`src/hdl/a2r_pkg.sv`:
```
// Shared constants, types and rounding helper for the atan2 rational-approximation pipeline.
// No dependencies; every other file in the block imports this package.
package a2r_pkg;

    localparam int INPUT_WIDTH     = 24;
    localparam int ANGLE_FRAC_BITS = 13;
    localparam int ANGLE_WIDTH     = 16;

    // Ratio min/max in Q1.16, 17 bits so that 1.0 is representable
    localparam int R_FRAC      = 16;
    localparam int RATIO_BITS  = R_FRAC + 1;
    localparam int R_W         = RATIO_BITS;

    // Horner datapath: Q24 values, signed, with headroom
    localparam int NUM_W        = 27;
    localparam int PROD_W       = NUM_W + R_W + 1;
    localparam int HORNER_STEPS = 4;
    localparam int DEN_STEPS    = 2;

    // Final divider: quotient bits and working width
    localparam int QUO_W = ANGLE_FRAC_BITS + 3;
    localparam int DIV_W = NUM_W + ANGLE_FRAC_BITS + 1;

    // Angle arithmetic width before truncation to the port
    localparam int ANG_W = ANGLE_FRAC_BITS + 4;

    localparam logic signed [NUM_W-1:0] CF1    = NUM_W'(5);
    localparam logic signed [NUM_W-1:0] CF2    = NUM_W'(16776773);
    localparam logic signed [NUM_W-1:0] CF3    = NUM_W'(2473634);
    localparam logic signed [NUM_W-1:0] CF4    = NUM_W'(5200625);
    localparam logic signed [NUM_W-1:0] CF5    = NUM_W'(843924);
    localparam logic signed [NUM_W-1:0] CF6    = NUM_W'(2467994);
    localparam logic signed [NUM_W-1:0] CF7    = NUM_W'(10812313);
    localparam logic signed [NUM_W-1:0] CF_ONE = NUM_W'(16777216);

    localparam logic signed [NUM_W-1:0] NUM_INIT = -CF5;
    localparam logic signed [NUM_W-1:0] DEN_INIT = CF7;

    localparam logic signed [NUM_W-1:0] NUM_ADD [HORNER_STEPS] = '{CF4, CF3, CF2, CF1};
    localparam logic signed [NUM_W-1:0] DEN_ADD [DEN_STEPS]    = '{CF6, CF_ONE};

    // pi and pi/2 with 32 fraction bits, rounded to nearest at ANGLE_FRAC_BITS
    localparam logic [63:0] PI_Q32      = 64'd13493037705;
    localparam logic [63:0] HALF_PI_Q32 = 64'd6746518852;
    localparam logic [63:0] PI_FULL =
        (PI_Q32 + (64'd1 << (31 - ANGLE_FRAC_BITS))) >> (32 - ANGLE_FRAC_BITS);
    localparam logic [63:0] HALF_PI_FULL =
        (HALF_PI_Q32 + (64'd1 << (31 - ANGLE_FRAC_BITS))) >> (32 - ANGLE_FRAC_BITS);

    localparam logic signed [ANG_W-1:0]       PI_ANG      = ANG_W'(PI_FULL);
    localparam logic signed [ANG_W-1:0]       HALF_PI_ANG = ANG_W'(HALF_PI_FULL);
    localparam logic signed [ANGLE_WIDTH-1:0] ANGLE_MAX   = ANGLE_WIDTH'(PI_FULL);

    typedef struct packed {
        logic swap;   // |y| > |x|: fold about pi/4
        logic xneg;
        logic yneg;
    } side_t;

    // Bring a Q24*Q16 product back to Q24, rounding half away from zero
    function automatic logic signed [NUM_W-1:0] round_q16(input logic signed [PROD_W-1:0] p);
        logic [PROD_W-1:0] mag;
        logic [PROD_W-1:0] q;
        mag = p[PROD_W-1] ? PROD_W'(-p) : PROD_W'(p);
        q   = (mag + (PROD_W'(1) << (R_FRAC - 1))) >> R_FRAC;
        return p[PROD_W-1] ? NUM_W'(-q) : NUM_W'(q);
    endfunction

endpackage

```
`src/hdl/a2r_ratio_div.sv`:
```
// Magnitude/octant stage followed by a one-bit-per-stage restoring divider for min/max.
// Depends on a2r_pkg.
module a2r_ratio_div import a2r_pkg::*;
(
    input  logic                          clk,
    input  logic                          rst_n,
    input  logic                          adv,
    input  logic                          in_valid,
    input  logic signed [INPUT_WIDTH-1:0] y_value,
    input  logic signed [INPUT_WIDTH-1:0] x_value,
    output logic                          out_valid,
    output logic [R_W-1:0]                ratio,
    output side_t                         side
);

    logic [INPUT_WIDTH-1:0] ay;
    logic [INPUT_WIDTH-1:0] ax;
    logic                   swap;

    logic                   v_reg    [RATIO_BITS+1];
    logic [INPUT_WIDTH-1:0] rem_reg  [RATIO_BITS+1];
    logic [INPUT_WIDTH-1:0] mx_reg   [RATIO_BITS+1];
    logic [R_W-1:0]         q_reg    [RATIO_BITS+1];
    logic                   zero_reg [RATIO_BITS+1];
    side_t                  side_reg [RATIO_BITS+1];

    // Most negative input maps to 2^(INPUT_WIDTH-1), exact as unsigned
    assign ay   = y_value[INPUT_WIDTH-1] ? (~$unsigned(y_value) + 1'b1) : $unsigned(y_value);
    assign ax   = x_value[INPUT_WIDTH-1] ? (~$unsigned(x_value) + 1'b1) : $unsigned(x_value);
    assign swap = ay > ax;

    always_ff @(posedge clk or negedge rst_n)
    begin
        if (!rst_n)
        begin
            v_reg[0] <= 1'b0;
        end
        else if (adv)
        begin
            v_reg[0] <= in_valid;
        end
    end

    always_ff @(posedge clk)
    begin
        if (adv)
        begin
            rem_reg[0]       <= swap ? ax : ay;
            mx_reg[0]        <= swap ? ay : ax;
            q_reg[0]         <= '0;
            zero_reg[0]      <= (ay == '0) && (ax == '0);
            side_reg[0].swap <= swap;
            side_reg[0].xneg <= x_value[INPUT_WIDTH-1];
            side_reg[0].yneg <= y_value[INPUT_WIDTH-1];
        end
    end

    for (genvar i = 0; i < RATIO_BITS; i++)
    begin : g_bit
        logic [INPUT_WIDTH:0]   t;
        logic [INPUT_WIDTH:0]   diff;
        logic                   ge;
        logic [INPUT_WIDTH-1:0] rem_next;
        logic [R_W-1:0]         q_next;

        // First step tests the integer bit; later steps shift the remainder
        if (i == 0)
        begin : g_first
            assign t = {1'b0, rem_reg[i]};
        end
        else
        begin : g_rest
            assign t = {rem_reg[i], 1'b0};
        end

        assign ge       = t >= {1'b0, mx_reg[i]};
        assign diff     = t - {1'b0, mx_reg[i]};
        assign rem_next = ge ? diff[INPUT_WIDTH-1:0] : t[INPUT_WIDTH-1:0];
        assign q_next   = ge ? (q_reg[i] | (R_W'(1) << (RATIO_BITS - 1 - i))) : q_reg[i];

        always_ff @(posedge clk or negedge rst_n)
        begin
            if (!rst_n)
            begin
                v_reg[i+1] <= 1'b0;
            end
            else if (adv)
            begin
                v_reg[i+1] <= v_reg[i];
            end
        end

        always_ff @(posedge clk)
        begin
            if (adv)
            begin
                rem_reg[i+1]  <= rem_next;
                mx_reg[i+1]   <= mx_reg[i];
                q_reg[i+1]    <= q_next;
                zero_reg[i+1] <= zero_reg[i];
                side_reg[i+1] <= side_reg[i];
            end
        end
    end

    assign out_valid = v_reg[RATIO_BITS];
    assign ratio     = zero_reg[RATIO_BITS] ? '0 : q_reg[RATIO_BITS];
    assign side      = side_reg[RATIO_BITS];

endmodule

```
`config.mk`:
```
export PLATFORM = sky130hd
export DESIGN_NAME = a2r_ratio_div
export DESIGN_NICKNAME = d
export VERILOG_FILES = /design/src/hdl/a2r_pkg.sv /design/src/hdl/a2r_ratio_div.sv
export SDC_FILE = /design/constraint.sdc
export NUM_CORES = 2
export LEC_CHECK = 0
export BUFFER_PORTS_ARGS = -buffer_cell sky130_fd_sc_hd__buf_2
export CAP_MARGIN = 10
export CELL_PAD_IN_SITES_DETAIL_PLACEMENT = 0
export CELL_PAD_IN_SITES_GLOBAL_PLACEMENT = 2
export CORE_UTILIZATION = 35
export DETAILED_ROUTE_END_ITERATION = 12
export PLACE_DENSITY = 0.75
export SLEW_MARGIN = 20
export SYNTH_ARGS = -nofsm -noshare
export SYNTH_HDL_FRONTEND = slang
export SYNTH_SLANG_ARGS = --single-unit
```
`constraint.sdc`:
```
create_clock -name clk -period 5.92 [get_ports clk]
set_input_delay 1.48 -clock clk [delete_from_list [all_inputs] [get_ports clk]]
set_output_delay 1.48 -clock clk [all_outputs]
set_load 0.02 [all_outputs]
```
# Word-level counts from Yosys, hierarchy flattened
# Memory sizes are Yosys's and may differ from the RTL's.
# Cells that the tools add are included.
# word_totals
register_bits	18
word_cells	106
ram_bits	1242
n_memories	5
out_inout_bits	21
# op_classes
addsub	19
order_cmp	18
n_reduce_logical	3
mux	41
bitwise_logic	2
# memory_table
memory	words	width	read_ports	rd_clocked_by_memory_dff	write_ports	line_no	text
mx_reg	18	24	17	0	18	a2r_ratio_div.sv:22	logic [INPUT_WIDTH-1:0] mx_reg [RATIO_BITS+1];
rem_reg	18	24	17	0	18	a2r_ratio_div.sv:21	logic [INPUT_WIDTH-1:0] rem_reg [RATIO_BITS+1];
q_reg	18	17	18	0	18	a2r_ratio_div.sv:23	logic [R_W-1:0] q_reg [RATIO_BITS+1];
side_reg	18	3	18	0	18	a2r_ratio_div.sv:25	side_t side_reg [RATIO_BITS+1];
zero_reg	18	1	18	0	18	a2r_ratio_div.sv:24	logic zero_reg [RATIO_BITS+1];
# ops
op	n
24-bit 2-to-1 mux	21
24-bit subtractor	17
25-bit by 24-bit greater-or-equal comparator with 1-bit output	16
24-bit by 1-bit adder with 24-bit output, second input constant	2
24-bit zero test	2
24-bit inverter	2
17-bit 2-to-1 mux	2
24-bit greater-or-equal comparator	1
24-bit greater-than comparator	1
16-bit 2-to-1 mux	1
15-bit 2-to-1 mux	1
14-bit 2-to-1 mux	1
13-bit 2-to-1 mux	1
12-bit 2-to-1 mux	1
11-bit 2-to-1 mux	1
10-bit 2-to-1 mux	1
9-bit 2-to-1 mux	1
8-bit 2-to-1 mux	1
7-bit 2-to-1 mux	1
6-bit 2-to-1 mux	1
5-bit 2-to-1 mux	1
4-bit 2-to-1 mux	1
1-bit 2-to-1 mux	3
3-bit 2-to-1 mux	1
2 further kinds	2

# Logic depth before layout (Yosys ltp)
# depth
depth_word	5
depth_mapped	17
mapped_depth_nobuf	15

# Least setup slack after synthesis
# No wires, ideal clock.
# synth_path
path_type	input-to-reg
from	input x_value[1]
to	memory mx_reg[0][14] (data pin)
path_slack_ps	278
setup_ps	277
cell_stages	15
arrival_time_ps	5365
t_required_ps	5643
path_cell_list	or2_1 -> or4_4 -> or4_4 -> nand2b_4 -> o31ai_1 -> xor2_1 -> ha_1 -> a21o_1 -> a21o_1 -> a21oi_1 -> o21ai_0 -> o21ai_1 -> buf_1 -> buf_1 -> mux2i_1
# synth_rtl
item	line_no	text
start: declaration	a2r_ratio_div.sv:10	input logic signed [INPUT_WIDTH-1:0] x_value,
end: declaration	a2r_ratio_div.sv:22	

==> results.cfg <==
[run_status]
status = finished clean

[clock_tree]
numCtsBuffers = 119
cts_tree = built
hold_buffers = 0
cts.reportedPaths.clkPinSlew_ns = 0.06
cts_root_buffer = clkbuf_16
cts_num_sinks = 1059
ctsHtreeMaxLevel = 3
postCtsSetupBuffers = 0
clock_latency_ns = 0.78
cts_resized = 0
clockBufferDepth = 3

[pwr]
powerDensity_mw_per_mm2 = 530
p_leak_nw = 26.7
finalPower_w = 0.0351
peakVddDrop_uv = 316

[detailed_routing]
via_per_inst = 5.01
wl_um = 134000
drt_iter0_drc = 2244
routedWlPerCell_um = 17.9
vias = 37600
postRouteAntennaNets = 0
drc = 0
dr.pass1.iters = 5

[global_route]
grt_overflow_total = 0
antenna_found_initial = 1
grt_pass1_wl_um = 211000
grt_max_degree = 138
grt_usage_pct = 15.7
grt_pass1_vias = 37500

[place]
placed_area_mm2 = 0.0623
dp.cells = 7269
dp_hpwl_um = 101000
gp_congestion = 0.840
port_buffers = 72

[worst_setup_path]
required_ns = 6.43
cp_top_family = compound AO/OA/AOI/OAI gates
worst-setup-path-type = in2reg
start_kind = primary input
arrival_ns = 5.23
slowest_delay_ns = 0.50
end_kind = flop
cp.buffers_inverters = 2
cp_max_fo = 29
crit_slowest_cell = or4_4
path_cells = buf_2 > or2_1 > or4_4 > or4_4 > o31ai_4 > xor2_2 > ha_1 > a21o_1 > a21o_1 > a21oi_1 > nor2_1 > a211oi_1 > o21ai_0 > o21ai_4 > buf_12 > mux2i_1

[sta]
max_freq_mhz = 212
period_minus_slack_ns = 4.72
finalClockSkew_ns = 0.0861
final_max_slew_viol_count = 0
rsz0062_at_grt = no
tns_ns = 0
worst_pin_slew_ns = 1.13
setup_viol = 0
slew_headroom_pct = 23.7
hold_viol_final = 0
period_share_pct = 79.8

[final_layout]
diodes = 0
final_cell_mix = 1041 x edfxtp_1, 518 x inv_1, 433 x ha_1
fill_cells = 16200
fin_util_pct = 39.6
layout_commonest_cell = edfxtp_1
area_growth_pct = 12.2
final_area_mm2 = 0.0663
stdcell_count = 7488
drive_gt1_share_pct = 10.7
finalNetCount = 5687

[die]
row_count = 150
die_h_um = 413
coreArea_mm2 = 0.167
start_util_pct = 35.3
dieWidth_um = 413
dieArea_mm2 = 0.170
num_io_pins = 73

[logic_synthesis]
mappedNetlistArea_mm2 = 0.0591
synth_top_area_share_pct = 52.9
synthTopCellsByArea = edfxtp_1 53%, ha_1 9.2%, mux2_2 4.0%
synth_seq_area_share_pct = 53.7
synth_seq_cells = 1059
synth-edff-count = 1041
yosysUniqueCellTypes = 90
yosysTopAreaCell = edfxtp_1
syn_area_per_cell_um2 = 11.7
synthCells = 5056
dominantRegCellSynth = edfxtp_1
yosys_warnings = 0
synth_async_sr_flop_share_pct = 1.70
syn_nets = 5557

[job]
maxCapViolations = 0

[worst_hold_path]
hp-class = reg2reg
layout make-up:
cell class,instances,area (µm²),share of cell area [%]
Sequential cell,1059,31700,47.8
Multi-Input combinational cell,3370,25000,37.8
Clock buffer,138,3050,4.60
Tap cell,2204,2760,4.16
Inverter,518,1940,2.93
Clock inverter,81,975,1.47
Timing Repair Buffer,118,828,1.25
per-stage QoR:
step	hold slack (ns)	worst slack [ns]
5_1_grt	0.399	0.935
2_1_floorplan	0.400	0.278
3_5_place_dp	0.405	0.417
6_report	0.394	1.20
3_3_place_gp	0.400	0.373
4_1_cts	0.393	1.28
kinds of logic (layout without fill, tap and decap cells):
logic type               Yosys count  count (layout)  share of synthesized area, %
AO/OA/AOI/OAI                   1243            1243                          13.4
flip-flops                      1059            1059                          53.7
AND/OR/NAND/NOR                 1058            1058                          8.84
buffers and inverters            627             855                          4.08
adder cells (fa/ha/maj)          449             449                          9.71
XOR/XNOR                         335             335                          5.02
multiplexers                     285             285                          5.30
cells in the mapped netlist (85+ instances only):
cell type  number
nor2b_1        85
nand2_1       316
nor2_1        229
edfxtp_1     1041
mux2_2        208
xor2_1        152
o21ai_0       338
inv_1         518
a21oi_1       314
ha_1          433
a21o_1        182
xnor2_1       179
worst reg2reg max path, stage by stage, from the launching register on:
cell      delay, ns
edfxtp_1       0.41
ha_1           0.33
nor2b_1        0.15
o31a_1         0.29
o41ai_1        0.83
o22ai_1        0.23
o31ai_1        0.56
a21oi_1        0.21
o32ai_4        0.15
buf_4          0.41
mux2_2         0.42
per-layer routing:
| layer | wire, µm | up-vias | GRT usage [%] |
|---|---|---|---|
| met1 | 60600 | 17900 | 20.2 |
| met5 | 0 | - | 0 |
| li1 | - | 18900 | - |
| met3 | 4230 | 210 | 2.16 |
| met4 | 3990 | 0 | 5.35 |
| met2 | 65100 | 502 | 27.1 |
worst paths after layout:
check                      depth (start not counted)             end  slack, ns     startpoint
max in group asynchronous                          1       v_reg[11]       4.92          rst_n
min in group asynchronous                          1        v_reg[9]       0.71          rst_n
hold reg to reg                                    0    q_reg[6][13]       0.39   q_reg[5][13]
setup / recovery                                  16    mx_reg[0][3]       1.20     x_value[1]
hold / removal                                     0    q_reg[6][13]       0.39   q_reg[5][13]
setup reg to reg                                  10  rem_reg[7][21]       1.64  rem_reg[6][0]
where the power goes:
group | switching [W] | total, W | internal [W]
Combinational | 0.00850 | 0.0154 | 0.00690
Clock | 0.00314 | 0.00748 | 0.00434
Sequential | 0.00117 | 0.0123 | 0.0111
(Power assumes the default switching activity.)
