$ cat src/hdl/a2r_pkg.sv
// Shared constants, types and rounding helper for the atan2 rational-approximation pipeline.
// No dependencies; every other file in the block imports this package.
package a2r_pkg;

    localparam int INPUT_WIDTH     = 24;
    localparam int ANGLE_FRAC_BITS = 13;
    localparam int ANGLE_WIDTH     = 16;

    // Ratio min/max in Q1.16, 17 bits so that 1.0 is representable
    localparam int R_FRAC      = 16;
    localparam int RATIO_BITS  = R_FRAC + 1;
    localparam int R_W         = RATIO_BITS;

    // Horner datapath: Q24 values, signed, with headroom
    localparam int NUM_W        = 27;
    localparam int PROD_W       = NUM_W + R_W + 1;
    localparam int HORNER_STEPS = 4;
    localparam int DEN_STEPS    = 2;

    // Final divider: quotient bits and working width
    localparam int QUO_W = ANGLE_FRAC_BITS + 3;
    localparam int DIV_W = NUM_W + ANGLE_FRAC_BITS + 1;

    // Angle arithmetic width before truncation to the port
    localparam int ANG_W = ANGLE_FRAC_BITS + 4;

    localparam logic signed [NUM_W-1:0] CF1    = NUM_W'(5);
    localparam logic signed [NUM_W-1:0] CF2    = NUM_W'(16776773);
    localparam logic signed [NUM_W-1:0] CF3    = NUM_W'(2473634);
    localparam logic signed [NUM_W-1:0] CF4    = NUM_W'(5200625);
    localparam logic signed [NUM_W-1:0] CF5    = NUM_W'(843924);
    localparam logic signed [NUM_W-1:0] CF6    = NUM_W'(2467994);
    localparam logic signed [NUM_W-1:0] CF7    = NUM_W'(10812313);
    localparam logic signed [NUM_W-1:0] CF_ONE = NUM_W'(16777216);

    localparam logic signed [NUM_W-1:0] NUM_INIT = -CF5;
    localparam logic signed [NUM_W-1:0] DEN_INIT = CF7;

    localparam logic signed [NUM_W-1:0] NUM_ADD [HORNER_STEPS] = '{CF4, CF3, CF2, CF1};
    localparam logic signed [NUM_W-1:0] DEN_ADD [DEN_STEPS]    = '{CF6, CF_ONE};

    // pi and pi/2 with 32 fraction bits, rounded to nearest at ANGLE_FRAC_BITS
    localparam logic [63:0] PI_Q32      = 64'd13493037705;
    localparam logic [63:0] HALF_PI_Q32 = 64'd6746518852;
    localparam logic [63:0] PI_FULL =
        (PI_Q32 + (64'd1 << (31 - ANGLE_FRAC_BITS))) >> (32 - ANGLE_FRAC_BITS);
    localparam logic [63:0] HALF_PI_FULL =
        (HALF_PI_Q32 + (64'd1 << (31 - ANGLE_FRAC_BITS))) >> (32 - ANGLE_FRAC_BITS);

    localparam logic signed [ANG_W-1:0]       PI_ANG      = ANG_W'(PI_FULL);
    localparam logic signed [ANG_W-1:0]       HALF_PI_ANG = ANG_W'(HALF_PI_FULL);
    localparam logic signed [ANGLE_WIDTH-1:0] ANGLE_MAX   = ANGLE_WIDTH'(PI_FULL);

    typedef struct packed {
        logic swap;   // |y| > |x|: fold about pi/4
        logic xneg;
        logic yneg;
    } side_t;

    // Bring a Q24*Q16 product back to Q24, rounding half away from zero
    function automatic logic signed [NUM_W-1:0] round_q16(input logic signed [PROD_W-1:0] p);
        logic [PROD_W-1:0] mag;
        logic [PROD_W-1:0] q;
        mag = p[PROD_W-1] ? PROD_W'(-p) : PROD_W'(p);
        q   = (mag + (PROD_W'(1) << (R_FRAC - 1))) >> R_FRAC;
        return p[PROD_W-1] ? NUM_W'(-q) : NUM_W'(q);
    endfunction

endpackage

$ cat src/hdl/a2r_angle_div.sv
// Rounded quotient num * 2^F / den: one prep stage, then one restoring-divider stage per bit.
// Depends on a2r_pkg.
module a2r_angle_div import a2r_pkg::*;
(
    input  logic                    clk,
    input  logic                    rst_n,
    input  logic                    adv,
    input  logic                    in_valid,
    input  logic signed [NUM_W-1:0] num,
    input  logic signed [NUM_W-1:0] den,
    input  side_t                   in_side,
    output logic                    out_valid,
    output logic [QUO_W-1:0]        quot,
    output side_t                   out_side
);

    logic [NUM_W-1:0] num_clamp;
    logic [DIV_W-1:0] dividend;

    logic             v_reg    [QUO_W+1];
    logic [DIV_W-1:0] rem_reg  [QUO_W+1];
    logic [NUM_W-2:0] dq_reg   [QUO_W+1];
    logic [QUO_W-1:0] q_reg    [QUO_W+1];
    side_t            side_reg [QUO_W+1];

    // Clamp a negative numerator to zero, then add den/2 for round to nearest
    assign num_clamp = num[NUM_W-1] ? '0 : $unsigned(num);
    assign dividend  = DIV_W'({num_clamp[NUM_W-2:0], {ANGLE_FRAC_BITS{1'b0}}})
                     + DIV_W'(den[NUM_W-2:1]);

    always_ff @(posedge clk or negedge rst_n)
    begin
        if (!rst_n)
        begin
            v_reg[0] <= 1'b0;
        end
        else if (adv)
        begin
            v_reg[0] <= in_valid;
        end
    end

    always_ff @(posedge clk)
    begin
        if (adv)
        begin
            rem_reg[0]  <= dividend;
            dq_reg[0]   <= den[NUM_W-2:0];
            q_reg[0]    <= '0;
            side_reg[0] <= in_side;
        end
    end

    for (genvar i = 0; i < QUO_W; i++)
    begin : g_bit
        logic [DIV_W-1:0] dsh;
        logic             ge;
        logic [DIV_W-1:0] rem_next;
        logic [QUO_W-1:0] q_next;

        assign dsh      = DIV_W'(dq_reg[i]) << (QUO_W - 1 - i);
        assign ge       = rem_reg[i] >= dsh;
        assign rem_next = ge ? (rem_reg[i] - dsh) : rem_reg[i];
        assign q_next   = ge ? (q_reg[i] | (QUO_W'(1) << (QUO_W - 1 - i))) : q_reg[i];

        always_ff @(posedge clk or negedge rst_n)
        begin
            if (!rst_n)
            begin
                v_reg[i+1] <= 1'b0;
            end
            else if (adv)
            begin
                v_reg[i+1] <= v_reg[i];
            end
        end

        always_ff @(posedge clk)
        begin
            if (adv)
            begin
                rem_reg[i+1]  <= rem_next;
                dq_reg[i+1]   <= dq_reg[i];
                q_reg[i+1]    <= q_next;
                side_reg[i+1] <= side_reg[i];
            end
        end
    end

    assign out_valid = v_reg[QUO_W];
    assign quot      = q_reg[QUO_W];
    assign out_side  = side_reg[QUO_W];

endmodule

$ cat config.mk
export PLATFORM = sky130hd
export DESIGN_NAME = a2r_angle_div
export DESIGN_NICKNAME = d
export VERILOG_FILES = /design/src/hdl/a2r_pkg.sv /design/src/hdl/a2r_angle_div.sv
export SDC_FILE = /design/constraint.sdc
export NUM_CORES = 2
export LEC_CHECK = 0
export BUFFER_PORTS_ARGS = -buffer_cell sky130_fd_sc_hd__buf_2
export CORE_ASPECT_RATIO = 1.1
export CORE_MARGIN = 2
export CORE_UTILIZATION = 35
export DETAILED_ROUTE_END_ITERATION = 16
export PLACE_DENSITY_LB_ADDON = 0.1
export SLEW_MARGIN = 10
export SYNTH_ARGS = -nofsm -noshare
export SYNTH_HDL_FRONTEND = slang
export SYNTH_SLANG_ARGS = --single-unit
export TNS_END_PERCENT = 100
$ cat constraint.sdc
create_clock -name clk -period 3.8 [get_ports clk]
set_input_delay 0.19 -clock clk [delete_from_list [all_inputs] [get_ports clk]]
set_output_delay 0.19 -clock clk [all_outputs]
set_load 0.05 [all_outputs]
# Word-level counts from Yosys, hierarchy flattened

Memory sizes are Yosys's and may differ from the RTL's.
Index checks and enable logic that the tools add are counted.

Output and inout port bits: 20
Input bits: 61
RAM bits: 1462
Word-level logic and storage cells: 89
Memories kept: 4
Register bits after elaboration: 17

Memories:

| memory   | depth | bits a word | read ports | clocked after Yosys merged registers in | wr ports | RTL line            | RTL |
|---|---|---|---|---|---|---|---|
| rem_reg  | 17    | 41          | 16         | 0                                       | 17       | a2r_angle_div.sv:21 | `logic [DIV_W-1:0] rem_reg [QUO_W+1];` |
| dq_reg   | 17    | 26          | 16         | 0                                       | 17       | a2r_angle_div.sv:22 | `logic [NUM_W-2:0] dq_reg [QUO_W+1];` |
| q_reg    | 17    | 16          | 17         | 0                                       | 17       | a2r_angle_div.sv:23 | `logic [QUO_W-1:0] q_reg [QUO_W+1];` |
| side_reg | 17    | 3           | 17         | 0                                       | 17       | a2r_angle_div.sv:24 | `side_t side_reg [QUO_W+1];` |

Magnitude comparators: 16
$add $sub $neg: 17
Mux-type cells: 35

Operators by type and width:

| kind                                                           | number |
|---|---|
| 41-bit 2-to-1 mux                                              | 16 |
| 41-bit by 26-bit greater-or-equal comparator with 1-bit output | 1 |
| 41-bit by 27-bit greater-or-equal comparator with 1-bit output | 1 |
| 41-bit by 28-bit greater-or-equal comparator with 1-bit output | 1 |
| 41-bit by 29-bit greater-or-equal comparator with 1-bit output | 1 |
| 41-bit by 30-bit greater-or-equal comparator with 1-bit output | 1 |
| 41-bit by 31-bit greater-or-equal comparator with 1-bit output | 1 |
| 41-bit by 32-bit greater-or-equal comparator with 1-bit output | 1 |
| 41-bit by 33-bit greater-or-equal comparator with 1-bit output | 1 |
| 41-bit by 34-bit greater-or-equal comparator with 1-bit output | 1 |
| 41-bit by 35-bit greater-or-equal comparator with 1-bit output | 1 |
| 41-bit by 36-bit greater-or-equal comparator with 1-bit output | 1 |
| 41-bit by 37-bit greater-or-equal comparator with 1-bit output | 1 |
| 41-bit by 38-bit greater-or-equal comparator with 1-bit output | 1 |
| 41-bit by 39-bit greater-or-equal comparator with 1-bit output | 1 |
| 41-bit by 40-bit greater-or-equal comparator with 1-bit output | 1 |
| 41-bit greater-or-equal comparator                             | 1 |
| 41-bit by 26-bit subtractor with 41-bit output                 | 1 |
| 41-bit by 27-bit subtractor with 41-bit output                 | 1 |
| 41-bit by 28-bit subtractor with 41-bit output                 | 1 |
| 41-bit by 29-bit subtractor with 41-bit output                 | 1 |
| 41-bit by 30-bit subtractor with 41-bit output                 | 1 |
| 41-bit by 31-bit subtractor with 41-bit output                 | 1 |
| 41-bit by 32-bit subtractor with 41-bit output                 | 1 |
| 27 further kinds                                               | 29 |

# Logic depth before layout (Yosys ltp)

An unclocked memory read counts as a cell.

Depth after elaboration: 3
Mapped depth: 15
Gate-level depth less buffers: 14

# Worst setup path before layout

No wires, ideal clock.

Kind: reg2reg
Start point: memory dq_reg[0][166] (netlist name)
End point: memory rem_reg[0][297] (netlist name), data pin
Data arrival time: 3.285 ns
Setup time: 0.260 ns
Cell stages (with the launch flop): 13
Clock period less this slack: 3.545 ns
Slack: 0.255 ns
Required time: 3.540 ns
Buffers on the path: 1
Cell sequence: edfxtp_1 -> inv_1 -> ha_1 -> inv_1 -> fa_1 -> a21o_1 -> o21ai_0 -> a31oi_1 -> a2111oi_0 -> o21ai_1 -> a21oi_2 -> buf_2 -> mux2_2

RTL lines:

| element         | RTL line |
|---|---|
| start, declared | a2r_angle_div.sv:22 |
| end, declared   | a2r_angle_div.sv:21 |

==> run metrics <==
final RePlAce weighted congestion ~0.99; detail-routed net length per standard cell roughly 19 µm; number of nets with antenna violations after routing 0; Synth Flop Type edfxtp_1; worst hold slack 0.08845 ns; number of iterations in the first detailed-routing pass 7; setup slack on the worst flop-to-flop path 0.14 ns; total core area 181200 µm²; distinct cell type count after synthesis 94; Max Clk Rate roughly 0.27 GHz; P_leak about 30 nW; largest voltage drop on the vdd net 0.5346 mV; total internal power 35.02 mW; Clock power frac 0.233; cell area after synthesis 63620 µm²; actual transition at the worst max-transition pin 0.8826 ns; Yosys warning total 0; biggest fanout along the worst timing path 7; maximum clock path buffer count 3; final hold viol count 0; element type at the critical path end flop; fin util 0.4153; number of synthesized flops with an enable pin 1128; depth of the most critical reg-to-reg path 16; Final Net Count 6831; unrepaired setup endpoints after global routing no; via count of the first global-routing pass 48190; reg-to-reg startpoint dq_reg[0][266]; Detailed Route Iter0 Violations 1825; class of the most critical hold timing path input pin to flop; effective utilization at floorplan 0.3511; I/O pins 81; full die area between 150000 and 200000 µm²; Final Skew 0.01957 ns; critical path type input pin to flop; total number of clock tree sinks about 1100; via count roughly 44000; wirelength, routed 165200 µm; clk root buf clkbuf_16; fraction of the cycle the final worst path needs 0.9648; fraction of registers with async set/reset 0.01485; number of antenna violations at the first check in global routing 3; overall power after layout roughly 54 mW; area of all placed cells without fillers 75250 µm²; CTS buffer count roughly 140; Chip Height 451.2 µm; final count of pins violating max slew 0; arrival time at the worst endpoint approximately 4.2 ns; Die Width a little over 400 µm; Layout fillers 17300; register bit count reported by yosys 1145; fraction of layout instances using a drive strength above 1 0.1393; total overflow reported by the global router 0; post-synthesis area per instance 11.07 µm²; share of power burned in registers 0.362; pin count of the biggest net entering global routing 90; PortBufs about 80; Detail Placement HPWL ~130000 µm; aggregate global-route resource usage 0.1793; global-route wire length before repair 256800 µm; insertion delay of the later-clocked pin in the worst-skew pair 0.79 ns; aggregate negative setup slack 0 ns; minimum clock period 3.666 ns; max FFs per register approximately 530; count of maximum capacitance violations 0; pwr/cell area 723.3 nW/µm²; post-synthesis net count 6252; clock-pin slew reported for the worst setup and hold paths after clock tree synthesis approximately 0.060 ns; power share of the combinational group 0.406; post-synthesis instance total 5748; required time of the critical path between 4 and 5 ns; CTS tree done; result of the run finished, final reports clean; Critical Path Start num[0]; end of the worst register-to-register path rem_reg[0][482]; Slew headroom 0.4067; switching power share of the total 0.3565; row count 164; average via count per standard cell roughly 5; endpoint of the most critical setup path rem_reg[0][35]; Remaining DRCs 0; total number of H-tree levels 4; portion of the post-synthesis area used by sequential elements 0.5391; final-report setup violation count 0; switching power total between 15 and 20 mW; area after detailed placement 70090 µm²; startpoint type of the worst setup path input pin; layout-stage area growth over the synthesis result 18.27%
## metal layers
metal	vias to the layer above	wire (µm)	share of wire	global-route usage
met4	0	11650	0.071	0.1178
met3	501	4128	0.025	0.02417
met2	812	98620	0.60	0.3866
met5	-	0	0	0
li1	22260	-	-	-
met1	20760	50800	0.31	0.1420
## cell families (layout without fill, tap and decap cells)
group / count (synthesis) / after routing / synth area share
XOR/XNOR: 431 / 431 / 0.05933
other: 0 / 2 / 0
AND/OR/NAND/NOR: 1477 / 1477 / 0.1134
buffers and inverters: 677 / 1362 / 0.04071
flip-flops: 1145 / 1145 / 0.5391
adder cells (fa/ha/maj): 443 / 443 / 0.08901
AO/OA/AOI/OAI: 1488 / 1488 / 0.1432
multiplexers: 87 / 87 / 0.01526
## timing repair
action                                  in CTS  in global routing
setup buffers                                0                  2
hold buffers                                61                  0
pin swaps                                    2                 10
gates resized for setup                      3                 54
endpoints found under the setup margin      35                165
hold endpoints to repair                    91                  0
## final cells by class
type | instances | area, µm² | area share
clock inverters | 82 | 680.7 | 0.009046
inverters | 531 | 1993 | 0.02649
repair buffers | 582 | 4612 | 0.06129
diodes | 2 | 5.005 | 0.00006651
well taps | 2407 | 3012 | 0.04002
multi-input cells | 3926 | 27010 | 0.3590
clock buffers | 167 | 3636 | 0.04832
flip-flops and latches | 1145 | 34300 | 0.4558
## worst min path at each step
stage	cells past startpoint	from	slack (ns)	endpoint
after CTS	5	num[9]	0.003	rem_reg[0][23]
final	5	num[9]	0.09	rem_reg[0][23]
after floorplan	0	rst_n	-0.11	out_valid
after global routing	3	num[22]	0.07	rem_reg[0][39]
after detailed placement	1	rst_n	0.14	v_reg[16]
after global placement	1	rst_n	0.13	v_reg[16]
## placed cells by master, fill, tap and decap left out, types with 19 or more instances in the layout
cell,Yosys,final
nand2b_1,69,69
clkinv_2,0,28
clkbuf_16,0,141
inv_1,528,527
o21ai_0,447,440
xor2_1,217,217
a21o_1,174,173
or4_1,24,23
o31a_1,19,19
clkinv_1,0,29
ha_1,427,427
o31ai_1,36,35
dlygate4sd3_1,0,61
edfxtp_1,1128,1128
o21a_1,47,47
clkbuf_1,113,25
a21oi_1,463,454
nor4_1,51,49
buf_2,16,78
nor3_1,77,72
nor2_1,331,330
xnor2_1,214,214
nand4_1,81,81
o211ai_1,27,27
or3_1,26,26
o21bai_1,46,45
mux2_2,79,79
nor2b_1,81,80
nand3_1,107,106
and2_1,22,22
and3_1,38,38
nand2_1,479,478
a211oi_1,31,29
a31oi_1,34,30
buf_12,0,21
buf_4,1,418
## worst max-delay path: stages
cell           delay [ns]
dlygate4sd3_1        0.52
buf_2                0.11
nor2b_1              0.11
dlygate4sd3_1        0.56
ha_1                 0.21
fa_1                 0.42
a21oi_2              0.18
o21bai_1             0.11
a21oi_2              0.15
o21ai_1              0.13
a41o_1               0.29
o21a_1               0.21
and2_1               0.24
nand3_1              0.13
xnor2_1              0.07
dlygate4sd3_1        0.54
## cell usage after synthesis, types with 22 or more instances
cell type,n,area (µm²)
nor4_1,51,319.1
nand3_1,107,535.5
nand4_1,81,506.7
edfxtp_1,1128,33870
o21bai_1,46,345.3
nor2_1,331,1242
a31oi_1,34,212.7
o21ai_0,447,2237
or4_1,24,180.2
mux2_2,79,889.6
nand2_1,479,1798
and2_1,22,137.6
a211oi_1,31,232.7
o211ai_1,27,202.7
nand2b_1,69,431.7
o31ai_1,36,270.3
and3_1,38,237.7
or3_1,26,162.7
ha_1,427,5343
inv_1,528,1982
a21o_1,174,1306
a21oi_1,463,2317
xor2_1,217,1901
o21a_1,47,352.8
clkbuf_1,113,424.2
nor3_1,77,385.4
xnor2_1,214,1874
nor2b_1,81,506.7
## through the flow
step	instances	worst slack, ns
after floorplan	5748	0.2549
after global placement	8528	-0.2572
after detailed placement	8528	-0.2240
after CTS	8838	0.008689
after global routing	8840	0.0001448
final	8842	0.1336
## power groups by stage
stage / Sequential [mW] / Clock (mW) / Combinational (mW)
floorplan: 19.3 / 0 / 14.9
global placement: 19.9 / 0 / 21.7
detailed placement: 19.9 / 0 / 21.9
CTS: 19.7 / 13.2 / 22.0
global route: 20.0 / 13.7 / 24.6
finish: 19.7 / 12.7 / 22.1
Power figures use the tool's default switching activity.
